==> src/sv/ssp_pkg.sv <==
package ssp_pkg;

    localparam int STATUS_W = 2;
    localparam int SLOT_OUT_W = 10;
    localparam int LIVE_OUT_W = 11;
    localparam int ENTITY_W = 16;
    localparam int DATA_W = 32;

    localparam logic [STATUS_W-1:0] ST_APPENDED = 2'd0;
    localparam logic [STATUS_W-1:0] ST_OVERWRITTEN = 2'd1;
    localparam logic [STATUS_W-1:0] ST_REMOVED = 2'd2;
    localparam logic [STATUS_W-1:0] ST_IGNORED = 2'd3;

    localparam logic OP_INSERT = 1'b0;
    localparam logic OP_REMOVE = 1'b1;

    typedef struct packed {
        logic                operation;
        logic [ENTITY_W-1:0] entity_id;
        logic [DATA_W-1:0]   component_data;
    } item_t;

    typedef struct packed {
        logic [STATUS_W-1:0]   status;
        logic [SLOT_OUT_W-1:0] slot_index;
        logic [LIVE_OUT_W-1:0] live_count;
    } result_t;

    // controller -> datapath
    typedef struct packed {
        logic clear;
        logic load_item;
        logic lookup;
        logic exec;
        logic relink;
    } cmd_t;

    // datapath -> controller
    typedef struct packed {
        logic clear_done;
        logic relink_needed;
    } sts_t;

endpackage

==> src/sv/ssp_ctrl.sv <==
module ssp_ctrl (
    input  logic          clk,
    input  logic          rst_n,
    input  logic          item_valid,
    output logic          item_stall,
    output logic          result_valid,
    input  logic          result_stall,
    output ssp_pkg::cmd_t cmd,
    input  ssp_pkg::sts_t sts
);

    import ssp_pkg::*;

    typedef enum logic [2:0] {
        S_CLEAR,
        S_IDLE,
        S_LOOKUP,
        S_EXEC,
        S_RELINK
    } state_t;

    state_t state_reg;
    state_t state_next;
    logic   result_valid_reg;
    logic   result_valid_next;
    logic   out_free;

    assign out_free = !result_valid_reg || !result_stall;
    assign item_stall = (state_reg != S_IDLE);
    assign result_valid = result_valid_reg;

    always_comb
    begin
        state_next = state_reg;
        result_valid_next = result_valid_reg && result_stall;
        cmd = '0;
        case (state_reg)
            S_CLEAR:
            begin
                cmd.clear = 1'b1;
                if (sts.clear_done)
                begin
                    state_next = S_IDLE;
                end
            end
            S_IDLE:
            begin
                if (item_valid)
                begin
                    cmd.load_item = 1'b1;
                    state_next = S_LOOKUP;
                end
            end
            S_LOOKUP:
            begin
                cmd.lookup = 1'b1;
                state_next = S_EXEC;
            end
            S_EXEC:
            begin
                // commit only once the result register can take the beat
                if (out_free)
                begin
                    cmd.exec = 1'b1;
                    result_valid_next = 1'b1;
                    state_next = sts.relink_needed ? S_RELINK : S_IDLE;
                end
            end
            S_RELINK:
            begin
                cmd.relink = 1'b1;
                state_next = S_IDLE;
            end
            default:
            begin
                state_next = S_IDLE;
            end
        endcase
    end

    always_ff @(posedge clk or negedge rst_n)
    begin
        if (!rst_n)
        begin
            state_reg <= S_CLEAR;
            result_valid_reg <= 1'b0;
        end
        else
        begin
            state_reg <= state_next;
            result_valid_reg <= result_valid_next;
        end
    end

endmodule

==> config.mk <==
export PLATFORM = sky130hd
export DESIGN_NAME = ssp_ctrl
export DESIGN_NICKNAME = d
export VERILOG_FILES = /design/src/sv/ssp_pkg.sv /design/src/sv/ssp_ctrl.sv
export SDC_FILE = /design/constraint.sdc
export NUM_CORES = 1
export LEC_CHECK = 0
export BUFFER_PORTS_ARGS = -buffer_cell sky130_fd_sc_hd__buf_4
export CAP_MARGIN = 40
export CORE_AREA = 2 2 39 41
export DETAILED_ROUTE_END_ITERATION = 16
export DIE_AREA = 0 0 41 43
export PLACE_DENSITY = 0.34
export RECOVER_POWER = 100
export SKIP_LAST_GASP = 1
export SYNTH_ARGS = -nofsm -noshare
export SYNTH_HDL_FRONTEND = slang
export SYNTH_SLANG_ARGS = --single-unit
export TNS_END_PERCENT = 30
==> constraint.sdc <==
create_clock -name clk -period 1.45 [get_ports clk]
set_input_delay 0.29 -clock clk [delete_from_list [all_inputs] [get_ports clk]]
set_output_delay 0.29 -clock clk [all_outputs]
set_load 0.005 [all_outputs]
# After elaboration in Yosys (flattened, before gate mapping)
# Cells that the tools add are included.
[classes]
eq_ne = 8
mux = 14
n_reduce_logical = 6
[op_table]
columns = ["op", "count"]
rows = [
  ["$mux W3", 4],
  ["$pmux W3 S4", 1],
  ["$mux W1", 9],
  ["$eq A3 B2 Y1 const B", 2],
  ["$ne A2 B2 Y1 const B", 3],
  ["$eq A3 B1 Y1 const B", 1],
  ["$eq A3 B3 Y1 const B", 1],
  ["$logic_not A3 Y1", 1],
  ["$ne A3 B1 Y1 const B", 1],
  ["$reduce_and A3 Y1", 1],
  ["$logic_not A1 Y1", 2],
  ["$logic_and A1 B1 Y1", 1],
  ["$logic_or A1 B1 Y1", 1],
]
[word_totals]
ff_bits = 4
output_inout_bits = 7
inputBits = 6

# Logic depth before layout (Yosys ltp)
# Gate-level depths: netlist of run 1.
[depth]
word_depth = 4
ltp_mapped = 4
ltp_nobuf = 3

# Least setup slack after synthesis of run 1
# Ideal clock, no wire load.
[synth_path]
path_type = "register to output"
start = "register state_reg[1]"
end = "output port cmd[3] (netlist bit)"
slack_ns = 0.419
path_stages_with_launch = 3
t_required_ns = 1.160
arrival_ns = 0.741
cell_sequence = "dfrtp_1 nor2_1 and3_1"
[synth_lines]
columns = ["element", "line", "source"]
rows = [
  ["start: declaration", "ssp_ctrl.sv:22", "state_t state_reg;"],
  ["start signal: assignment", "ssp_ctrl.sv:90", "state_reg <= state_next;"],
  ["end: declaration", "ssp_ctrl.sv:8", "output ssp_pkg::cmd_t cmd,"],
]

==> results of run 1 <==
-- metrics by stage --
stage | instances | hold WS (ps) | worst slack, ps | util, % | cell area, um^2
final | 53 | 259 | -2.21 | 25.0 | 345
after global routing | 53 | 260 | -59.9 | 25.0 | 345
after CTS | 53 | 251 | -11.6 | 25.0 | 345
after detailed placement | 48 | 88.4 | 195 | 22.0 | 304
after global placement | 48 | 88.4 | 227 | 22.0 | 304
after floorplan | 21 | -5.59 | 419 | - | 201
-- worst paths after layout --
check / depth (start not counted) / from / to / slack [ps]
worst min register to register: 1 / state_reg[2] / state_reg[1] / 500
max in group asynchronous: 2 / rst_n / state_reg[2] / 820
worst max-delay path: 3 / state_reg[2] / cmd[1] / -2
worst max register to register: 4 / state_reg[2] / state_reg[0] / 310
min in group asynchronous: 2 / rst_n / state_reg[1] / 420
worst min-delay path: 2 / sts[0] / state_reg[0] / 260
-- area by class of cell --
cell class / instances / area (um^2)
Timing Repair Buffer: 14 / 104
Tap cell: 16 / 20.0
Clock buffer: 3 / 22.5
Sequential cell: 4 / 103
Multi-Input combinational cell: 16 / 96.3
Fill cell: 162 / 1040
-- kinds of logic (layout without fill, tap and decap cells) --
group / after synthesis / in the layout
compound gates: 5 / 5
buf+inv: 1 / 17
flops: 4 / 4
simple gates: 11 / 11
-- worst reg2reg max path, delay by kind of cell (launching register included) --
kind | cells | cell delay, ps
AOI/OAI and AO/OA | 2 | 240
buffers and inverters | 1 | 140
DFF | 1 | 420
and+or+nand+nor | 1 | 200
-- Yosys cell counts --
library cell and number:
nand3b_1 1, o21ai_0 1, and2_1 1, a21oi_1 1
nand2_1 4, a22oi_1 1, nor2_1 1, a311oi_1 1
a21oi_2 1, nor3b_1 2, nor3_1 1, buf_4 1
dfrtp_1 4, and3_1 1
-- layer usage --
layer  part of all wire, %  wire length (um)  vias to the layer above  track usage [%]
met2                    40               224                       10             8.75
met4                   1.4                 8                        0             10.0
met1                    46               256                       97             10.7
met5                     0                 0                        -                0
li1                      -                 -                      108                -
met3                    12                64                        2             1.57
-- repair_timing --
| action | in CTS | in global routing |
|---|---|---|
| setup endpoints to repair | 2 | 3 |
| buffers inserted | 1 | 0 |
| hold buffers | 1 | 0 |
| hold endpoints to repair | 4 | 0 |
| gates resized for setup | 1 | 2 |
| cloned | 0 | 0 |
-- power by group through the flow --
stage | clock network [mW] | logic (mW) | registers (mW)
6_report | 0.135 | 0.317 | 0.242
5_1_grt | 0.151 | 0.350 | 0.258
2_1_floorplan | 0 | 0.175 | 0.204
4_1_cts | 0.145 | 0.320 | 0.238
3_5_place_dp | 0 | 0.295 | 0.236
3_3_place_gp | 0 | 0.292 | 0.234
==> flow_metrics.tcl, run 1 <==
set metrics [dict create \
    final_common_cell "buf_4" \
    status "finished, violations left" \
    synth-xor-area-share_pct 0 \
    area_growth_pct 71.4 \
    synth-seq-cells 4 \
    grt.overflow.total 0 \
    path_buf_inv 1 \
    cts-root-buf "clkbuf_4" \
    synth-compound-area-share_pct 17.4 \
    cts_inserted_buffers 3 \
    detail_route.iter0.violations 5 \
    drive_gt1_share_pct 51.4 \
    power_uw 693 \
    fin_crit_ps 1450 \
    dieArea_mm2 0.00176 \
    core_area_mm2 0.00138 \
    synth_top_cell_area_share_pct 49.7 \
    maxCapViolations 0 \
    synth_area_leaders "dfrtp_1 50%, nand2_1 7.5%, nor3b_1 7.5%" \
    intPower_uw 447 \
    drc 0 \
    largest_reg_flops 3 \
    synth-seq-area-share_pct 49.7 \
    dr.pass1.iters 2 \
    worstPathMaxFanout 6 \
    power_frac_seq_pct 34.9 \
    grt_pass1_vias 207 \
    clk_pin_slew_worst_paths_ps 40 \
    crit_required_ps 1160 \
    peakVddDrop_uv 664 \
    clkPwrFrac_pct 19.5 \
    violations "setup timing" \
    wire_per_inst_um 10.5 \
    yosysTopAreaCell "dfrtp_1" \
    synth_mux_area_share_pct 0 \
    fin_nets 45 \
    viasPerCell 4.09 \
    finalHoldViolCount 0 \
    slew_headroom_pct 84.6 \
    dp_hpwl_um 410 \
    slew_violations 0 \
    finClkSkew_ps 1.23 \
    power_density_mw_per_mm2 2010 \
    tightest_slew_ps 229 \
    crit_path_max_incr_delay_ps 420 \
    critPathLaunchType "flip-flop" \
    syn_avg_cell_area_um2 9.59 \
    fin_crit_sh_pct 100 \
    die_h_um 43 \
    yosys.area_share.simple_pct 29.2 \
    finalWeightedCongestion 0.585 \
    synthAdderAreaFrac_pct 0 \
    fin_tns_setup_ps -2.21 \
    wirelength_um 554 \
    final.setup.worst_slack_ps -2.21 \
    initial_core_util_pct 14.6 \
    grt_max_degree 11 \
    cp-end-kind "output port" \
    rsz0062_at_grt "yes" \
    critPathTopFamily "flip-flops" \
    synth_top_family_by_area "simple AND/OR/NAND/NOR gates" \
    grt_first_pass_wirelength_um 890 \
    swShare_pct 35.5 \
    comb_power_share_pct 45.6 \
    worstPathCellList "nand3b_1, a21oi_2, buf_4" \
    io_pins 13 \
    cts_tree "built" \
    mostFrequentLayoutCells "9 x buf_4, 6 x clkbuf_4, 4 x nand2_1" \
    yosysUniqueCellTypes 14 \
    rows 14 \
    hp-class "input port to flip-flop" \
    via_count 217 \
    io_buffers 12 \
    setup_viol 1 \
    htreeDepth 1 \
    cts_sinks 4 \
    grt_antenna_before_repair 0 \
    ant_nets 0 \
    cp_slowest_cell "dfrtp_2" \
    switchingPower_uw 246 \
    netlist_instances 21 \
    synth_area_um2 201 \
    p_leak_nw 0.160 \
    yosysWarnings 0 \
    crit_type "flip-flop to output port" \
    grt_use_total_pct 7.96 \
    clockBufferDepth 2 \
    syn_nets 27 \
    fmax_mhz 689 \
    die_x_um 41 \
    antenna-diode-count 0 \
    arrival_ps 1160 \
    insertion_delay_ps 230 \
]
Power figures use the tool's default switching activity.
==> inputs of run 2 (changes only) <==
PLACE_DENSITY = default   (was 0.34)
PLACE_DENSITY_LB_ADDON = 0.3   (was default)
==> run 2 against run 1 <==
Against the previous run: the flow now finishes without violations; first-iteration DRC count is the same; critical path depth is the same; die area is the same; setup slack gained 26 ps; clock power is essentially flat; combinational power grew 2%; global-route usage shrank 1.0 points; final area grew 2.2%; utilization grew 0.54 points; largest cell class unchanged.
==> flow_metrics.tcl, run 2 (synthesized netlist as in run 1, its figures left out) <==
set metrics [dict create \
    finalHoldViolCount 0 \
    initial_core_util_pct 14.6 \
    final_common_cell "buf_4" \
    via_count 214 \
    cts_inserted_buffers 3 \
    worstPathCellList "nand3b_1, a21oi_2, buf_4" \
    tightest_slew_ps 241 \
    insertion_delay_ps 230 \
    drc 0 \
    arrival_ps 1140 \
    fmax_mhz 701 \
    largest_reg_flops 3 \
    dieArea_mm2 0.00176 \
    cts-root-buf "clkbuf_4" \
    grt_antenna_before_repair 0 \
    area_growth_pct 75.2 \
    min_path_cells 2 \
    critPathLaunchType "flip-flop" \
    grt_max_degree 11 \
    worstPathMaxFanout 5 \
    grt_pass1_vias 183 \
    finalWeightedCongestion 0.581 \
    drive_gt1_share_pct 52.6 \
    status "finished clean" \
    finClkSkew_ps 1.23 \
    cp.depth 3 \
    fin_nets 46 \
    cp_slowest_cell "dfrtp_2" \
    path_buf_inv 1 \
    die_x_um 41 \
    clockBufferDepth 2 \
    crit_path_max_incr_delay_ps 430 \
    wire_per_inst_um 9.70 \
    dp_hpwl_um 393 \
    cts_sinks 4 \
    worstSetupStartpoint "state_reg[2]" \
    utilization_pct 25.5 \
    detail_route.iter0.violations 5 \
    critPathTopFamily "flip-flops" \
    fin_crit_sh_pct 98.4 \
    wirelength_um 524 \
    power_density_mw_per_mm2 1990 \
    hp-class "input port to flip-flop" \
    crit_type "flip-flop to output port" \
    reg2reg_from "state_reg[2]" \
    io_buffers 12 \
    htreeDepth 1 \
    rsz0062_at_grt "yes" \
    power_uw 703 \
    fin_crit_ps 1430 \
    maxCapViolations 0 \
    slew_headroom_pct 83.8 \
    viasPerCell 3.96 \
    antenna-diode-count 0 \
    cp-end-kind "output port" \
    slew_violations 0 \
    clk_pin_slew_worst_paths_ps 40 \
    rows 14 \
    cts_tree "built" \
    grt_first_pass_wirelength_um 765 \
    p_leak_nw 0.166 \
    peakVddDrop_uv 697 \
    grt_use_total_pct 6.96 \
    dr.pass1.iters 2 \
    mostFrequentLayoutCells "13 x buf_4, 4 x nand2_1, 3 x clkbuf_4" \
    crit_required_ps 1160 \
    setup_viol 0 \
    core_area_mm2 0.00138 \
    grt.overflow.total 0 \
    hp-start "sts[0]" \
    reg2regPathDepth 4 \
    ant_nets 0 \
    io_pins 13 \
    die_h_um 43 \
]
run 2: power breakdown:
group	leakage [nW]	switching, mW	internal, mW	total [mW]
Sequential	0.0460	0.0786	0.166	0.244
Clock	0.0138	0.0419	0.0923	0.134
Combinational	0.107	0.124	0.200	0.324
run 2: metrics by stage:
stage	cell area [um^2]	worst slack, ps	cells	TNS, ps	hold slack (ps)
finish	353	23.4	54	0	255
global route	353	-46.6	54	-97.4	266
CTS	344	-18.1	53	-18.1	249
detailed placement	304	240	48	0	90.6
global placement	304	235	48	0	89.3
floorplan	201	419	21	0	-5.59
run 2: what timing repair did:
item / 4_1_cts / 5_1_grt
hold endpoints to repair: 4 / 0
endpoints found under the setup margin: 2 / 4
hold buffers: 1 / 0
buffers inserted: 1 / 1
resized for setup: 0 / 3
run 2: worst reg2reg max path: cells and delay by family (launching register included):
| family | cells | cell delay, ps |
|---|---|---|
| flip-flops | 1 | 430 |
| AO/OA/AOI/OAI | 2 | 220 |
| AND/OR/NAND/NOR | 1 | 200 |
| buffers and inverters | 1 | 130 |
run 2: final timing paths:
| path | endpoint | slack (ps) |
|---|---|---|
| setup / recovery | cmd[1] | 20 |
| hold / removal | state_reg[0] | 260 |
| setup reg to reg | state_reg[0] | 340 |
| hold reg to reg | result_valid | 540 |
| max in group asynchronous | state_reg[2] | 810 |
| min in group asynchronous | state_reg[0] | 430 |
run 2: final cells by class:
type / count / area, um^2
well taps: 16 / 20.0
clock buffers: 3 / 22.5
flip-flops and latches: 4 / 103
fillers: 152 / 1030
repair buffers: 15 / 111
multi-input cells: 16 / 96.3
run 2: per-layer routing:
layer	global-route usage (%)	up-vias	part of all wire (%)	wire length, um
li1	-	111	-	-
met1	10.1	90	53	277
met2	7.19	13	32	169
met3	1.57	0	15	77
met4	8.00	0	0	0
met5	0	-	0	0
==> inputs of run 3 (changes only) <==
ABC_AREA = 1   (was default)
==> run 3 against run 2 <==
Against the previous run: sequential power down 8%; critical endpoint is now cmd[0]; cell count up 39%; synthesized cell count up 95%; total power up 16%; maximum frequency up 3.7%; register-to-register slack better by 90 ps; first-iteration DRC count up 40%; non-clock buffer count unchanged; combinational power up 40%; die area unchanged.
==> flow_metrics.tcl, run 3 <==
set metrics [dict create \
    synthAdderAreaFrac_pct 0 \
    clk_pin_slew_worst_paths_ps 40 \
    path_buf_inv 2 \
    synthTopCellsByCount "10 x nand2_1, 8 x nor2_1, 7 x inv_1" \
    grt_pass1_vias 278 \
    worstPathCellList "nor2_1, inv_1, nor2_1, buf_4" \
    maxCapViolations 0 \
    yosysMostFrequentCell "nand2_1" \
    dp_hpwl_um 510 \
    yosys.area_share.simple_pct 47.9 \
    synth-seq-area-share_pct 37.6 \
    detail_route.iter0.violations 7 \
    clockBufferDepth 2 \
    die_h_um 43 \
    mostFrequentLayoutCells "11 x buf_4, 10 x nand2_1, 7 x inv_1, 7 x nor2_1, 5 x clkbuf_4" \
    synth-seq-cells 4 \
    antenna-diode-count 0 \
    fin_crit_ps 1380 \
    syn_avg_cell_area_um2 6.50 \
    grt_use_total_pct 9.27 \
    finalWeightedCongestion 0.718 \
    utilization_pct 31.3 \
    core_area_mm2 0.00138 \
    drive_gt1_share_pct 44.1 \
    crit_path_max_incr_delay_ps 430 \
    cts_sinks 4 \
    synth-compound-area-share_pct 1.88 \
    die_x_um 41 \
    drc 0 \
    finClkSkew_ps 1.07 \
    rsz0062_at_grt "yes" \
    synthFlopType "dfrtp_1" \
    slew_headroom_pct 86.2 \
    slew_violations 0 \
    cts-root-buf "clkbuf_4" \
    crit_required_ps 1160 \
    synth_mux_area_share_pct 0 \
    cpMostUsedCell "nor2_1" \
    worstPathMaxFanout 5 \
    io_buffers 12 \
    yosysTopAreaCell "dfrtp_1" \
    area_growth_pct 62.4 \
    synth_area_um2 267 \
    cts_inserted_buffers 3 \
    synth_area_leaders "dfrtp_1 38%, nand2_1 14%, nor2_1 11%" \
    ant_nets 0 \
    grt_max_degree 6 \
    cp-end-kind "output port" \
    final.setup.worst_slack_ps 74.4 \
    hp-class "input port to flip-flop" \
    synth_edf_count 0 \
    viasPerCell 3.91 \
    dieArea_mm2 0.00176 \
    synth_top_family_by_area "simple AND/OR/NAND/NOR gates" \
    fin_crit_sh_pct 94.9 \
    via_count 293 \
    yosysWarnings 0 \
    largest_reg_flops 3 \
    syn_nets 47 \
    synth-xor-area-share_pct 0 \
    async_reset_ff_share_pct 100 \
    grt_antenna_before_repair 0 \
    power_density_mw_per_mm2 1890 \
    setup_viol 0 \
    cts_tree "built" \
    htreeDepth 1 \
    final_common_cell "buf_4" \
    io_pins 13 \
    rows 14 \
    grt_first_pass_wirelength_um 1040 \
    fmax_mhz 727 \
    initial_core_util_pct 19.3 \
    cp_slowest_cell "dfrtp_2" \
    critPathLaunchType "flip-flop" \
    insertion_delay_ps 240 \
    crit_type "flip-flop to output port" \
    wirelength_um 633 \
    tightest_slew_ps 208 \
    wire_per_inst_um 8.44 \
    fin_nets 67 \
    arrival_ps 1090 \
    grt.overflow.total 0 \
    dr.pass1.iters 2 \
    p_leak_nw 0.253 \
    dp_slack_ps 305 \
    netlist_instances 41 \
    yosysUniqueCellTypes 10 \
    synth_top_cell_area_share_pct 37.6 \
    status "finished clean" \
    critPathTopFamily "flip-flops" \
    peakVddDrop_uv 549 \
    finalHoldViolCount 0 \
]
==> run 3: changes by cell type after synthesis, sizes merged, moves of 2 or more <==
cell	before	now
a21oi	2	0
inv	0	9
nand2	4	10
nand3	0	5
nor2	1	11
nor3b	2	0
==> run 3: power by group <==
| group | internal, mW | switching (mW) | leakage (nW) | total, mW |
|---|---|---|---|---|
| registers | 0.164 | 0.0611 | 0.0484 | 0.225 |
| logic | 0.218 | 0.235 | 0.191 | 0.453 |
| clock network | 0.0926 | 0.0462 | 0.0138 | 0.139 |
| total | 0.474 | 0.342 | 0.253 | 0.816 |
==> run 3: final cells by class <==
| class | count | area, um^2 |
|---|---|---|
| inverters | 9 | 33.8 |
| clock buffers | 3 | 22.5 |
| repair buffers | 15 | 111 |
| flip-flops and latches | 4 | 103 |
| well taps | 16 | 20.0 |
| fillers | 155 | 951 |
| multi-input cells | 28 | 143 |
==> run 3: cells by family after synthesis <==
family	after synthesis
compound gates	1
buf+inv	9
simple gates	27
flops	4
==> run 3: stage by stage <==
step                      instances  setup TNS (ps)  hold slack, ps  power, mW  cell area [um^2]
after global placement           69               0            87.7      0.639               377
after CTS                        73               0             304      0.785               409
after global routing             75           -21.2             302      0.903               433
after floorplan                  41               0           -5.59      0.455               267
after detailed placement         69               0            87.5      0.639               377
final                            75               0             305      0.816               433
==> run 3: repair_timing <==
item                       CTS  global route
gates resized for setup      0             4
hold buffers                 1             0
buffers inserted             0             2
setup endpoints to repair    0             3
hold endpoints to repair     4             0
==> run 3: final timing paths <==
kind                       slack [ps]  cells after the start         start           end
max                                70                      4  state_reg[1]        cmd[0]
min                               300                      3  result_stall  result_valid
max reg2reg                       430                      4  state_reg[1]  state_reg[1]
min reg2reg                       520                      2  result_valid  result_valid
max in group asynchronous         840                      2         rst_n  state_reg[1]
min in group asynchronous         410                      2         rst_n  state_reg[2]
==> run 3: layer usage <==
metal | global-route usage (%) | wire length, um
met4 | 8.00 | 0
met3 | 3.66 | 49
met2 | 12.2 | 313
met5 | 0 | 0
met1 | 11.1 | 270
==> run 3: worst reg2reg max path: stages (launching register included) <==
cell     delay [ps]
dfrtp_2         430
nor2_1          150
nand3_1         140
nand4_1         120
nand2_1          60
